<file path="src/sv/lpg_pkg.sv">
package lpg_pkg;

    localparam int COLOR_BITS = 24;

    typedef enum logic [1:0] {
        FR_IDLE,
        FR_DIV,
        FR_PUSH
    } t_front_state;

    // Per-line stepping controls handed from the front part to the back part.
    typedef struct packed {
        logic y_long;
        logic step_neg;
    } t_line_ctl;

endpackage

</file>
<file path="src/sv/lpg_in_if.sv">
interface lpg_in_if #(
    parameter int COORD_BITS = 6
);
    logic                           valid;
    logic                           ready;
    logic [COORD_BITS-1:0]          x_start;
    logic [COORD_BITS-1:0]          y_start;
    logic [COORD_BITS-1:0]          x_end;
    logic [COORD_BITS-1:0]          y_end;
    logic [lpg_pkg::COLOR_BITS-1:0] pixel_color;

    modport source (
        output valid, x_start, y_start, x_end, y_end, pixel_color,
        input  ready
    );
    modport sink (
        input  valid, x_start, y_start, x_end, y_end, pixel_color,
        output ready
    );
endinterface

</file>
<file path="src/sv/lpg_out_if.sv">
interface lpg_out_if #(
    parameter int COORD_BITS = 6
);
    logic                           valid;
    logic                           ready;
    logic [COORD_BITS-1:0]          point_x;
    logic [COORD_BITS-1:0]          point_y;
    logic [lpg_pkg::COLOR_BITS-1:0] point_color;
    logic                           last_point;

    modport source (
        output valid, point_x, point_y, point_color, last_point,
        input  ready
    );
    modport sink (
        input  valid, point_x, point_y, point_color, last_point,
        output ready
    );
endinterface

</file>
<file path="src/sv/lpg_front.sv">
module lpg_front #(
    parameter int COORD_BITS    = 6,
    parameter int FRACTION_BITS = 16
) (
    input  logic                                 i_clk,
    input  logic                                 i_rst_n,
    lpg_in_if.sink                               i_line,
    output logic                                 o_push_valid,
    input  logic                                 i_push_ready,
    output lpg_pkg::t_line_ctl                   o_ctl,
    output logic [COORD_BITS-1:0]                o_major,
    output logic [COORD_BITS-1:0]                o_minor,
    output logic [COORD_BITS-1:0]                o_len,
    output logic [COORD_BITS+FRACTION_BITS-1:0]  o_inc,
    output logic [lpg_pkg::COLOR_BITS-1:0]       o_color
);

    localparam int ACC_BITS  = COORD_BITS + FRACTION_BITS;
    localparam int DIV_STEPS = ACC_BITS;
    localparam int CNT_BITS  = $clog2(DIV_STEPS + 1);

    lpg_pkg::t_front_state r_state, n_state;

    logic [COORD_BITS-1:0]          r_major, r_minor, r_al;
    logic                           r_y_long, r_short_neg, r_long_neg;
    logic [lpg_pkg::COLOR_BITS-1:0] r_color;
    logic [ACC_BITS-1:0]            r_num;
    logic [COORD_BITS-1:0]          r_rem;
    logic [CNT_BITS-1:0]            r_cnt;

    logic [COORD_BITS:0]   w_dx, w_dy;
    logic [COORD_BITS-1:0] w_ax, w_ay;
    logic                  w_y_long;
    logic                  w_accept;
    logic [COORD_BITS:0]   w_trial;
    logic                  w_fits;
    logic [COORD_BITS:0]   w_diff;

    assign i_line.ready = (r_state == lpg_pkg::FR_IDLE);
    assign w_accept     = i_line.valid && i_line.ready;

    // Signed deltas one bit wider than a coordinate; magnitudes fit a coordinate.
    assign w_dx     = {1'b0, i_line.x_end} - {1'b0, i_line.x_start};
    assign w_dy     = {1'b0, i_line.y_end} - {1'b0, i_line.y_start};
    assign w_ax     = w_dx[COORD_BITS] ? COORD_BITS'(-w_dx) : w_dx[COORD_BITS-1:0];
    assign w_ay     = w_dy[COORD_BITS] ? COORD_BITS'(-w_dy) : w_dy[COORD_BITS-1:0];
    assign w_y_long = w_ay > w_ax;

    // One restoring division step: the numerator register fills with quotient bits.
    assign w_trial = {r_rem, r_num[ACC_BITS-1]};
    assign w_fits  = w_trial >= {1'b0, r_al};
    assign w_diff  = w_trial - {1'b0, r_al};

    always_ff @(posedge i_clk) begin
        if (!i_rst_n) begin
            r_state <= lpg_pkg::FR_IDLE;
        end else begin
            r_state <= n_state;
        end
    end

    always_comb begin
        n_state = r_state;
        unique case (r_state)
            lpg_pkg::FR_IDLE: begin
                if (w_accept) begin
                    n_state = lpg_pkg::FR_DIV;
                end
            end
            lpg_pkg::FR_DIV: begin
                if (r_al == '0 || r_cnt == CNT_BITS'(1)) begin
                    n_state = lpg_pkg::FR_PUSH;
                end
            end
            lpg_pkg::FR_PUSH: begin
                if (i_push_ready) begin
                    n_state = lpg_pkg::FR_IDLE;
                end
            end
            default: n_state = lpg_pkg::FR_IDLE;
        endcase
    end

    always_ff @(posedge i_clk) begin
        if (w_accept) begin
            r_y_long    <= w_y_long;
            r_major     <= w_y_long ? i_line.y_start : i_line.x_start;
            r_minor     <= w_y_long ? i_line.x_start : i_line.y_start;
            r_al        <= w_y_long ? w_ay : w_ax;
            r_long_neg  <= w_y_long ? w_dy[COORD_BITS] : w_dx[COORD_BITS];
            r_short_neg <= w_y_long ? w_dx[COORD_BITS] : w_dy[COORD_BITS];
            r_num       <= {(w_y_long ? w_ax : w_ay), {FRACTION_BITS{1'b0}}};
            r_rem       <= '0;
            r_cnt       <= CNT_BITS'(DIV_STEPS);
            r_color     <= i_line.pixel_color;
        end else if (r_state == lpg_pkg::FR_DIV && r_al != '0) begin
            r_num <= {r_num[ACC_BITS-2:0], w_fits};
            r_rem <= w_fits ? w_diff[COORD_BITS-1:0] : w_trial[COORD_BITS-1:0];
            r_cnt <= r_cnt - 1'b1;
        end
    end

    // A zero long delta leaves the numerator at zero, which is the slope wanted.
    assign o_push_valid   = (r_state == lpg_pkg::FR_PUSH);
    assign o_ctl.y_long   = r_y_long;
    assign o_ctl.step_neg = r_long_neg;
    assign o_major        = r_major;
    assign o_minor        = r_minor;
    assign o_len          = r_al;
    assign o_inc          = r_short_neg ? ACC_BITS'(-r_num) : r_num;
    assign o_color        = r_color;

endmodule

</file>
<file path="src/sv/lpg_queue.sv">
module lpg_queue #(
    parameter int WIDTH = 64
) (
    input  logic             i_clk,
    input  logic             i_rst_n,
    input  logic             i_push_valid,
    output logic             o_push_ready,
    input  logic [WIDTH-1:0] i_push_data,
    output logic             o_pop_valid,
    input  logic             i_pop_ready,
    output logic [WIDTH-1:0] o_pop_data
);

    logic [WIDTH-1:0] r_mem [2];
    logic             r_wr, r_rd;
    logic [1:0]       r_cnt;
    logic             w_push, w_pop;

    assign o_push_ready = (r_cnt != 2'd2);
    assign o_pop_valid  = (r_cnt != 2'd0);
    assign o_pop_data   = r_mem[r_rd];
    assign w_push       = i_push_valid && o_push_ready;
    assign w_pop        = o_pop_valid && i_pop_ready;

    always_ff @(posedge i_clk) begin
        if (!i_rst_n) begin
            r_wr  <= 1'b0;
            r_rd  <= 1'b0;
            r_cnt <= 2'd0;
        end else begin
            if (w_push) begin
                r_wr <= ~r_wr;
            end
            if (w_pop) begin
                r_rd <= ~r_rd;
            end
            if (w_push && !w_pop) begin
                r_cnt <= r_cnt + 2'd1;
            end else if (w_pop && !w_push) begin
                r_cnt <= r_cnt - 2'd1;
            end
        end
    end

    always_ff @(posedge i_clk) begin
        if (w_push) begin
            r_mem[r_wr] <= i_push_data;
        end
    end

endmodule

</file>
<file path="src/sv/lpg_back.sv">
module lpg_back #(
    parameter int COORD_BITS    = 6,
    parameter int FRACTION_BITS = 16
) (
    input  logic                                 i_clk,
    input  logic                                 i_rst_n,
    input  logic                                 i_pop_valid,
    output logic                                 o_pop_ready,
    input  lpg_pkg::t_line_ctl                   i_ctl,
    input  logic [COORD_BITS-1:0]                i_major,
    input  logic [COORD_BITS-1:0]                i_minor,
    input  logic [COORD_BITS-1:0]                i_len,
    input  logic [COORD_BITS+FRACTION_BITS-1:0]  i_inc,
    input  logic [lpg_pkg::COLOR_BITS-1:0]       i_color,
    lpg_out_if.source                            o_point
);

    localparam int ACC_BITS = COORD_BITS + FRACTION_BITS;

    logic                           r_busy;
    lpg_pkg::t_line_ctl             r_ctl;
    logic [COORD_BITS-1:0]          r_major, r_left;
    logic [ACC_BITS-1:0]            r_acc, r_inc;
    logic [lpg_pkg::COLOR_BITS-1:0] r_color;

    logic                           r_out_valid, r_out_last;
    logic [COORD_BITS-1:0]          r_out_x, r_out_y;
    logic [lpg_pkg::COLOR_BITS-1:0] r_out_color;

    logic                  w_out_free, w_emit, w_last, w_pop;
    logic [COORD_BITS-1:0] w_minor;

    assign w_out_free  = !r_out_valid || o_point.ready;
    assign w_emit      = r_busy && w_out_free;
    assign w_last      = (r_left == '0);
    assign o_pop_ready = !r_busy || (w_emit && w_last);
    assign w_pop       = i_pop_valid && o_pop_ready;
    // The accumulator never leaves the raster, so its integer part is the floor.
    assign w_minor     = r_acc[ACC_BITS-1:FRACTION_BITS];

    always_ff @(posedge i_clk) begin
        if (!i_rst_n) begin
            r_busy      <= 1'b0;
            r_out_valid <= 1'b0;
        end else begin
            if (w_emit) begin
                r_out_valid <= 1'b1;
            end else if (o_point.ready) begin
                r_out_valid <= 1'b0;
            end
            if (w_pop) begin
                r_busy <= 1'b1;
            end else if (w_emit && w_last) begin
                r_busy <= 1'b0;
            end
        end
    end

    always_ff @(posedge i_clk) begin
        if (w_emit) begin
            r_out_x     <= r_ctl.y_long ? w_minor : r_major;
            r_out_y     <= r_ctl.y_long ? r_major : w_minor;
            r_out_color <= r_color;
            r_out_last  <= w_last;
        end
        if (w_pop) begin
            r_ctl   <= i_ctl;
            r_major <= i_major;
            r_left  <= i_len;
            r_inc   <= i_inc;
            r_color <= i_color;
            // Start half a unit above the minor coordinate.
            r_acc   <= {i_minor, 1'b1, {(FRACTION_BITS-1){1'b0}}};
        end else if (w_emit) begin
            r_major <= r_ctl.step_neg ? r_major - 1'b1 : r_major + 1'b1;
            r_left  <= r_left - 1'b1;
            r_acc   <= r_acc + r_inc;
        end
    end

    assign o_point.valid       = r_out_valid;
    assign o_point.point_x     = r_out_x;
    assign o_point.point_y     = r_out_y;
    assign o_point.point_color = r_out_color;
    assign o_point.last_point  = r_out_last;

endmodule

</file>
<file path="src/sv/line_point_generator.sv">
// Line point generator.
// Input channel i_line carries one line per item: two endpoints and a colour.
// Output channel o_point carries one item per point of that line, from the first
// endpoint to the second inclusive, with last_point set on the final one.
// The front part takes a line, works out the longer axis and runs a restoring
// division for the slope, one quotient bit per cycle; the division is skipped
// when the line is a single point. A two-entry queue holds prepared lines, so
// the next division overlaps the current line.
// The back part emits one point per cycle while the receiver takes them.
// A stall on o_point holds the presented point and freezes stepping; the queue
// then fills and i_line.ready falls. Synchronous reset drops all lines in flight
// and leaves both channels idle; no clearing pass is needed.
module line_point_generator #(
    parameter int COORD_BITS    = 6,
    parameter int FRACTION_BITS = 16
) (
    input  logic       i_clk,
    input  logic       i_rst_n,
    lpg_in_if.sink     i_line,
    lpg_out_if.source  o_point
);

    localparam int ACC_BITS = COORD_BITS + FRACTION_BITS;
    localparam int DESC_W   = $bits(lpg_pkg::t_line_ctl) + 3 * COORD_BITS + ACC_BITS
                              + lpg_pkg::COLOR_BITS;

    logic                           f_valid, f_ready;
    lpg_pkg::t_line_ctl             f_ctl;
    logic [COORD_BITS-1:0]          f_major, f_minor, f_len;
    logic [ACC_BITS-1:0]            f_inc;
    logic [lpg_pkg::COLOR_BITS-1:0] f_color;

    logic                           b_valid, b_ready;
    lpg_pkg::t_line_ctl             b_ctl;
    logic [COORD_BITS-1:0]          b_major, b_minor, b_len;
    logic [ACC_BITS-1:0]            b_inc;
    logic [lpg_pkg::COLOR_BITS-1:0] b_color;

    logic [DESC_W-1:0] w_push_data, w_pop_data;

    lpg_front #(
        .COORD_BITS    (COORD_BITS),
        .FRACTION_BITS (FRACTION_BITS)
    ) u_front (
        .i_clk        (i_clk),
        .i_rst_n      (i_rst_n),
        .i_line       (i_line),
        .o_push_valid (f_valid),
        .i_push_ready (f_ready),
        .o_ctl        (f_ctl),
        .o_major      (f_major),
        .o_minor      (f_minor),
        .o_len        (f_len),
        .o_inc        (f_inc),
        .o_color      (f_color)
    );

    assign w_push_data = {f_ctl, f_major, f_minor, f_len, f_inc, f_color};

    lpg_queue #(
        .WIDTH (DESC_W)
    ) u_queue (
        .i_clk        (i_clk),
        .i_rst_n      (i_rst_n),
        .i_push_valid (f_valid),
        .o_push_ready (f_ready),
        .i_push_data  (w_push_data),
        .o_pop_valid  (b_valid),
        .i_pop_ready  (b_ready),
        .o_pop_data   (w_pop_data)
    );

    assign {b_ctl, b_major, b_minor, b_len, b_inc, b_color} = w_pop_data;

    lpg_back #(
        .COORD_BITS    (COORD_BITS),
        .FRACTION_BITS (FRACTION_BITS)
    ) u_back (
        .i_clk       (i_clk),
        .i_rst_n     (i_rst_n),
        .i_pop_valid (b_valid),
        .o_pop_ready (b_ready),
        .i_ctl       (b_ctl),
        .i_major     (b_major),
        .i_minor     (b_minor),
        .i_len       (b_len),
        .i_inc       (b_inc),
        .i_color     (b_color),
        .o_point     (o_point)
    );

endmodule

</file>
<file path="src/flat_wrapper.sv">
// flat-port wrapper written by rule: the top's interface ports become plain ports
module line_point_generator_flat 
#(
    parameter int COORD_BITS    = 6,
    parameter int FRACTION_BITS = 16
)
  (i_clk, i_rst_n, i_line_valid, i_line_x_start, i_line_y_start, i_line_x_end, i_line_y_end, i_line_pixel_color, i_line_ready, o_point_valid, o_point_point_x, o_point_point_y, o_point_point_color, o_point_last_point, o_point_ready);
  lpg_in_if #(.COORD_BITS(COORD_BITS)) i_line_i ();
  lpg_out_if #(.COORD_BITS(COORD_BITS)) o_point_i ();
  input  logic i_clk;
  input  logic i_rst_n;
  input wire logic [$bits(i_line_i.valid)-1:0] i_line_valid;
  input wire logic [$bits(i_line_i.x_start)-1:0] i_line_x_start;
  input wire logic [$bits(i_line_i.y_start)-1:0] i_line_y_start;
  input wire logic [$bits(i_line_i.x_end)-1:0] i_line_x_end;
  input wire logic [$bits(i_line_i.y_end)-1:0] i_line_y_end;
  input wire logic [$bits(i_line_i.pixel_color)-1:0] i_line_pixel_color;
  output wire logic [$bits(i_line_i.ready)-1:0] i_line_ready;
  output wire logic [$bits(o_point_i.valid)-1:0] o_point_valid;
  output wire logic [$bits(o_point_i.point_x)-1:0] o_point_point_x;
  output wire logic [$bits(o_point_i.point_y)-1:0] o_point_point_y;
  output wire logic [$bits(o_point_i.point_color)-1:0] o_point_point_color;
  output wire logic [$bits(o_point_i.last_point)-1:0] o_point_last_point;
  input wire logic [$bits(o_point_i.ready)-1:0] o_point_ready;
  assign i_line_i.valid = i_line_valid;
  assign i_line_i.x_start = i_line_x_start;
  assign i_line_i.y_start = i_line_y_start;
  assign i_line_i.x_end = i_line_x_end;
  assign i_line_i.y_end = i_line_y_end;
  assign i_line_i.pixel_color = i_line_pixel_color;
  assign i_line_ready = i_line_i.ready;
  assign o_point_valid = o_point_i.valid;
  assign o_point_point_x = o_point_i.point_x;
  assign o_point_point_y = o_point_i.point_y;
  assign o_point_point_color = o_point_i.point_color;
  assign o_point_last_point = o_point_i.last_point;
  assign o_point_i.ready = o_point_ready;
  line_point_generator #(.COORD_BITS(COORD_BITS), .FRACTION_BITS(FRACTION_BITS)) u_core (.i_clk(i_clk), .i_rst_n(i_rst_n), .i_line(i_line_i), .o_point(o_point_i));
endmodule
</file>
<file path="config.mk">
export PLATFORM = sky130hd
export DESIGN_NAME = line_point_generator_flat
export DESIGN_NICKNAME = d
export VERILOG_FILES = /design/src/sv/lpg_pkg.sv /design/src/sv/lpg_in_if.sv /design/src/sv/lpg_out_if.sv /design/src/sv/lpg_front.sv /design/src/sv/lpg_queue.sv /design/src/sv/lpg_back.sv /design/src/sv/line_point_generator.sv /design/src/flat_wrapper.sv
export SDC_FILE = /design/constraint.sdc
export NUM_CORES = 1
export LEC_CHECK = 0
export BUFFER_PORTS_ARGS = -buffer_cell sky130_fd_sc_hd__buf_4
export CORE_ASPECT_RATIO = 0.5
export CORE_MARGIN = 2
export CORE_UTILIZATION = 60
export DETAILED_ROUTE_END_ITERATION = 12
export GPL_TIMING_DRIVEN = 0
export PLACE_DENSITY = 0.82
export SYNTH_ARGS = -nofsm -noshare
export SYNTH_HDL_FRONTEND = slang
export SYNTH_SLANG_ARGS = --single-unit
</file>
<file path="constraint.sdc">
create_clock -name i_clk -period 6.25 [get_ports i_clk]
set_clock_uncertainty 0.15 [all_clocks]
set_input_delay 0.3125 -clock i_clk [delete_from_list [all_inputs] [get_ports i_clk]]
set_output_delay 0.3125 -clock i_clk [all_outputs]
set_load 0.02 [all_outputs]
</file>
Word level (Yosys, flattened, before mapping)
Memories as Yosys holds them, arrays and structs flattened. A register that Yosys moved wholly into a read port is not among the register bits.
Index checks and enable logic that the tools add are counted.
{"block": "totals", "register_bits": 205, "output_inout_bits": 39, "in_bits": 52, "romBits": 0, "word_cells": 115, "ramBits": 132, "latchBits": 0, "mem_count": 1}
{"block": "op_classes", "addsub": 13, "n_lt_le_gt_ge": 2, "n_reduce_logical": 26, "mul": 0, "n_mux": 35, "eq_ne": 7, "bitwise": 2, "div": 0, "shifts": 0}
{"name": "u_core.u_queue.r_mem", "depth": 2, "width": 66, "rd": 1, "rd_ports_with_merged_regs": 1, "write_ports": 1, "line": "lpg_queue.sv:14", "text": "logic [WIDTH-1:0] r_mem [2];"}
{"cell": "2-to-1 mux 22 bit", "n": 5}
{"cell": "2-to-1 mux 6 bit", "n": 14}
{"cell": "adder 22 bit", "n": 1}
{"cell": "negation 22 bit", "n": 1}
{"cell": "subtractor 6 x 6 -> 7 bit", "n": 2}
{"cell": "zero test 6 bit", "n": 2}
{"cell": "negation 6 bit", "n": 2}
{"cell": "nonzero test 2 bit", "n": 6}
{"cell": "subtractor 6 x 1 -> 6 bit (second input constant)", "n": 2}
{"cell": "2-to-1 mux 1 bit", "n": 10}
{"cell": "2-to-1 mux 2 bit", "n": 5}
{"cell": "logical AND 1 bit", "n": 8}
{"cell": ">= comparator 7 x 6 -> 1 bit", "n": 1}
{"cell": "adder 6 x 1 -> 6 bit (second input constant)", "n": 1}
{"cell": "greater-than comparator 6 bit", "n": 1}
{"cell": "one-hot mux 2 bit (3 select lines)", "n": 1}
{"cell": "nonzero test 6 bit", "n": 1}
{"cell": "subtractor 6 bit", "n": 1}
{"cell": "equality test 5 x 1 -> 1 bit (second input constant)", "n": 1}
{"cell": "subtractor 5 x 1 -> 5 bit (second input constant)", "n": 1}
{"cell": "zero test 1 bit", "n": 4}
{"cell": "!= test 2 x 1 -> 1 bit (second input constant)", "n": 2}
{"cell": "!= test 2 bit (second input constant)", "n": 2}
{"cell": "logical OR 1 bit", "n": 3}
{"cell": "7 further kinds", "n": 8}

Depth between registers and ports, before layout
{"block": "depth", "ltp_word": 9, "depth_mapped": 19, "depth_no_buf": 17}

Cells and area by module
A second synthesis with hierarchy kept.
{"block": "hier_totals", "cells_unflattened": 1083, "hier_area_um2": 14918.1}
{"mod": "lpg_back", "area_each_um2": 5411.4, "seq_area_each_um2": 3453.3, "cells_each": 405, "n_inst": 1}
{"mod": "lpg_queue", "area_each_um2": 5012.3, "seq_area_each_um2": 4063.9, "cells_each": 229, "n_inst": 1}
{"mod": "lpg_front", "area_each_um2": 4494.3, "seq_area_each_um2": 2112.0, "cells_each": 449, "n_inst": 1}

Worst setup path before layout
No wires, ideal clock.
{"block": "synth_path", "path_kind": "register to register", "from": "reg u_core.u_queue.r_cnt[0]", "to": "mem u_core.u_queue.r_mem[0][0] in the netlist's numbering, enable pin", "period_less_slack_ps": 4361, "setup_time_ps": 499, "slack_ps": 1889, "required_ps": 5601, "path_stages_with_launch": 4, "t_arrival_ps": 3712, "n_path_buf": 0, "path_cell_list": "dfxtp_1 nand2b_1 and3b_1 nor2b_1"}
{"block": "synth_between", "elab_chain_len": 4}
{"element": "start: declaration", "line": "lpg_queue.sv:16", "text": "logic [1:0] r_cnt;"}
{"element": "start signal: assignment", "line": "lpg_queue.sv:38", "text": "r_cnt <= r_cnt + 2'd1;"}
{"element": "start signal: assignment", "line": "lpg_queue.sv:40", "text": "r_cnt <= r_cnt - 2'd1;"}
{"element": "!= test 2 bit", "line": "lpg_queue.sv:19", "text": "assign o_push_ready = (r_cnt != 2'd2);"}
{"element": "logical AND 1 bit", "line": "lpg_queue.sv:22", "text": "assign w_push = i_push_valid && o_push_ready;"}
{"element": "via u_core.u_queue.w_push", "line": "lpg_queue.sv:17", "text": "logic w_push, w_pop;"}
{"element": "2-to-1 mux 1 bit", "line": "lpg_queue.sv:46", "text": "if (w_push) begin"}
{"element": "2-to-1 mux 1 bit (implied by the code)", "line": "lpg_queue.sv:47", "text": "r_mem[r_wr] <= i_push_data;"}
{"element": "end: declaration", "line": "lpg_queue.sv:14"}
The timed path passes the listed nets, and every way through them passes these cells.

Worst setup path after layout
{"block": "layout_path", "from": "in i_line_y_start[0]", "to": "reg u_core.u_front.r_minor[0] (netlist: u_core.u_front.o_minor[0]), data pin"}
{"block": "layout_between", "elab_chain_len": 5}
{"element": "start: declaration", "line": "flat_wrapper.sv:14", "text": "input wire logic [$bits(i_line_i.y_start)-1:0] i_line_y_start;"}
{"element": "subtractor 6 x 6 -> 7 bit", "line": "lpg_front.sv:44", "text": "assign w_dy = {1'b0, i_line.y_end} - {1'b0, i_line.y_start};"}
{"element": "negation 6 bit", "line": "lpg_front.sv:46", "text": "assign w_ay = w_dy[COORD_BITS] ? COORD_BITS'(-w_dy) : w_dy[COORD_BITS-1:0];"}
{"element": "2-to-1 mux 6 bit", "line": "lpg_front.sv:46"}
{"element": "greater-than comparator 6 bit", "line": "lpg_front.sv:47", "text": "assign w_y_long = w_ay > w_ax;"}
{"element": "2-to-1 mux 6 bit (*)", "line": "lpg_front.sv:88", "text": "r_minor <= w_y_long ? i_line.x_start : i_line.y_start;"}
{"element": "end signal: assignment", "line": "lpg_front.sv:88"}
{"element": "end: declaration", "line": "lpg_front.sv:24", "text": "logic [COORD_BITS-1:0] r_major, r_minor, r_al;"}
Every way passes the cells marked *; elsewhere a longest branch is shown, timed or not.
A chain may end at the register's enable or synchronous reset.

==> impl_summary.log <==
[metrics] post-detailed-placement cell area: 16200 um^2
[metrics] drt drc: 0
[metrics] ordered cell list for the critical path: dlygate4sd3_1, buf_4, ha_1, inv_1, fa_1, and3_1, o21ai_0, a21oi_1, a41o_1, xnor2_1, inv_1, ha_1, and4_1, a21oi_1, a32oi_1, clkbuf_1, mux2_2, dlygate4sd3_1
[metrics] clk buf depth: 3
[metrics] antenna diode instance count: 0
[metrics] final count of negative-setup-slack endpoints: 0
[metrics] area of the mapped netlist: 14900 um^2
[metrics] status: finished clean
[metrics] number of warnings reported in the yosys synthesis log: 0
[metrics] total wire length after detailed routing: 31000 um
[metrics] # rows: 40
[metrics] worst hold path type: in -> reg
[metrics] die height: 116 um
[metrics] critical path endpoint category: register
[metrics] post-CTS setup buffers: 0
[metrics] minimum period implied by the final worst setup slack: 4840 ps
[metrics] gr ovfl total: 0
[metrics] Power per Cell Area: 478 nW/um^2
[metrics] port buffer count: 90
[metrics] Highest Clock Rate: 206 MHz
[metrics] delay of the slowest critical-path stage: 550 ps
[metrics] clock tree from TritonCTS: yes
[metrics] wire length of the first global-routing pass: 48600 um
[metrics] number of maximum-capacitance constraint violations: 0
[metrics] die area: 26300 um^2
[metrics] Setup TNS: 0 ps
[metrics] Crit path arrival time: 4980 ps
[metrics] Post-DRT Antenna Nets: 0
[metrics] DR pass1 iterations: 5
[metrics] drt first-iter violations: 752
[metrics] number of top-level pins: 91
[metrics] fraction of layout cells with a size suffix above 1: 18.3%
[metrics] pins over their slew limit: 0
[metrics] CTS buffer count: 28
[metrics] clock latency of the later-clocked register in the worst-skew pair: 550 ps
[metrics] EDFF count, synth: 286
[metrics] Max VDD drop: 0.000244 V
[metrics] global-route total usage across every layer: 23.9%
[metrics] instance count after placement with tap cells included: 1535
[metrics] unrepaired setup endpoints after global routing: false
[metrics] antenna violations before repair: 0
[metrics] total number of vias: 9342
[metrics] sequential cell area fraction in the yosys report: 64.5%
[metrics] Clock Sink Count: 338
[metrics] Cells after Synth: 1104
[metrics] #FFs+latches synth: 338
[metrics] total nets after synthesis: 1218
[metrics] post-route standard cell area excluding fillers: 17500 um^2
[metrics] Final GP Congestion: 0.902
[metrics] startpoint types: input pin
[metrics] starting utilization of the core area: 61.7%
[metrics] clock root buffer: sky130_fd_sc_hd__clkbuf_16
[metrics] Hold Crit Depth: 3
[metrics] most frequent cells in the layout: 286 x sky130_fd_sc_hd__edfxtp_1, 93 x sky130_fd_sc_hd__buf_4, 87 x sky130_fd_sc_hd__nand2_1, 63 x sky130_fd_sc_hd__mux2_2, 57 x sky130_fd_sc_hd__ha_1
[metrics] horizontal extent of the die: 227 um
[metrics] leakage: 6.54 nW
[metrics] period utilisation layout: 77.5%
[metrics] most frequent standard cell in the layout excluding fill and tap cells: sky130_fd_sc_hd__edfxtp_1
[metrics] HPWL after DPL: 20900 um
[metrics] Distinct cells, synth: 77
[metrics] Async SR Flop Fraction: 0%
[metrics] critical path required time: 6390 ps
[metrics] clock transition at the register clock pins on the worst setup and hold paths after CTS: 60 ps
[metrics] H-tree level count: 1
[metrics] worst rel slew slack: 43.1%
[metrics] synthesized area divided by synthesized cell count: 13.5 um^2
[metrics] CP Max Fanout: 10
[metrics] vias in the first global route: 9235
[metrics] pin count of the biggest net entering global routing: 58
[metrics] Routed wire per std cell: 19.1 um
[metrics] mean number of vias per cell: 5.75
[metrics] slowest cell on the critical path: sky130_fd_sc_hd__dlygate4sd3_1
[metrics] type of the worst setup path: in -> reg
[metrics] Area Overhead vs Synth: 16.8%
[metrics] dominant register cell in the synthesized netlist: sky130_fd_sc_hd__edfxtp_1
[metrics] Placeable Area: 24200 um^2
[metrics] Final Non-Filler Cells: 1624
[metrics] count of endpoints failing hold in the final timing report: 0
[metrics] r2r worst-path depth: 6
[metrics] Layout Nets: 1380
[metrics] transition time of the tightest slew-check pin: 852 ps
==> repair_timing <==
| action | CTS | global route |
|---|---|---|
| hold buffers | 37 | 0 |
| hold endpoints to repair | 44 | 0 |
| resized for setup | 0 | 0 |
==> metrics by stage <==
stage          utilization [%]  hold slack, ps  total power [mW]  setup slack [ps]
2_1_floorplan                -             250              5.67              1890
3_5_place_dp              66.7             255              6.56              1770
5_1_grt                   72.0            6.83              8.81              1140
4_1_cts                   72.0           0.445              8.34              1460
3_3_place_gp              66.2             252              6.40              57.4
6_report                  72.0            18.6              8.34              1410
==> layer usage <==
layer,GRT usage (%),part of all wire (%)
met5,0,0
met4,4.88,1.9
met3,3.45,5.6
met2,39.8,47
met1,34.3,46
==> cells in the mapped netlist (10+ instances only) <==
master                     number  share of area, %
sky130_fd_sc_hd__nor3_1        10              0.34
sky130_fd_sc_hd__dfxtp_1       52               7.0
sky130_fd_sc_hd__ha_1          57               4.8
sky130_fd_sc_hd__nor2b_1       14              0.59
sky130_fd_sc_hd__nand2_1       87               2.2
sky130_fd_sc_hd__o21ai_0       55               1.8
sky130_fd_sc_hd__mux2i_1       30               2.0
sky130_fd_sc_hd__a21oi_1       45               1.5
sky130_fd_sc_hd__nor2_1        50               1.3
sky130_fd_sc_hd__nand3_1       39               1.3
sky130_fd_sc_hd__xnor2_1       50               2.9
sky130_fd_sc_hd__nand2b_1      10              0.42
sky130_fd_sc_hd__mux2_2        63               4.7
sky130_fd_sc_hd__edfxtp_1     286                57
sky130_fd_sc_hd__o31ai_1       11              0.55
sky130_fd_sc_hd__inv_1         55               1.4
sky130_fd_sc_hd__clkbuf_1      26              0.65
sky130_fd_sc_hd__xor2_1        15              0.88
==> logic make-up after synthesis <==
logic type	share of synthesized area [%]
flip-flops	64.5
AND/OR/NAND/NOR	8.33
AO/OA/AOI/OAI	8.57
buffers and inverters	2.63
multiplexers	6.76
XOR/XNOR	3.81
adder cells (fa/ha/maj)	5.44
==> path summary, 6_finish.rpt <==
path / endpoint / from / slack, ps
max reg2reg: u_core.u_back.r_major[0]$_DFFE_PP_ / u_core.u_back.r_left[2]$_DFFE_PP_ / 3150
max: u_core.u_front.o_minor[0]$_DFFE_PP_ / i_line_y_start[0] / 1410
min: u_core.u_back.o_point.valid$_SDFFE_PN0P_ / o_point_ready / 20
min reg2reg: u_core.u_back.o_point.point_color[0]$_DFFE_PP_ / u_core.u_back.r_color[0]$_DFFE_PP_ / 270
==> sequential cells by signal, summed over array words and instances (netlist names), 2 cells and up, named ones only <==
name                               count
u_core.u_queue.r_mem                 132
u_core.u_back.o_point.point_color     24
u_core.u_back.r_color                 24
u_core.u_front.o_color                24
u_core.u_back.r_acc                   22
u_core.u_back.r_inc                   22
u_core.u_front.r_num                  22
u_core.u_back.o_point.point_x          6
u_core.u_back.o_point.point_y          6
u_core.u_back.r_left                   6
u_core.u_back.r_major                  6
u_core.u_front.o_len                   6
u_core.u_front.o_major                 6
u_core.u_front.o_minor                 6
u_core.u_front.r_rem                   6
u_core.u_front.r_cnt                   5
u_core.u_back.r_ctl                    2
u_core.u_front.r_state                 2
u_core.u_queue.r_cnt                   2
==> power by group <==
group | total (mW) | switching, mW | internal [mW]
Sequential | 3.52 | 0.294 | 3.23
Clock | 1.74 | 0.767 | 0.976
Combinational | 3.07 | 1.85 | 1.22
==> critical path, delay by kind of cell <==
family | cells | cell delay [ps]
mux | 1 | 390
simple gates | 2 | 440
xor+xnor | 1 | 310
buf+inv | 6 | 1740
fa+ha+maj | 3 | 880
compound gates | 5 | 910
==> cell type report <==
type	count	area [um^2]
inverters	57	216
flip-flops and latches	338	9630
multi-input cells	669	4930
clock inverters	9	103
plain buffers	40	181
fillers	1548	6770
repair buffers	132	1160
clock buffers	43	808
well taps	336	420
No activity file was read; power rests on OpenSTA's default activity.
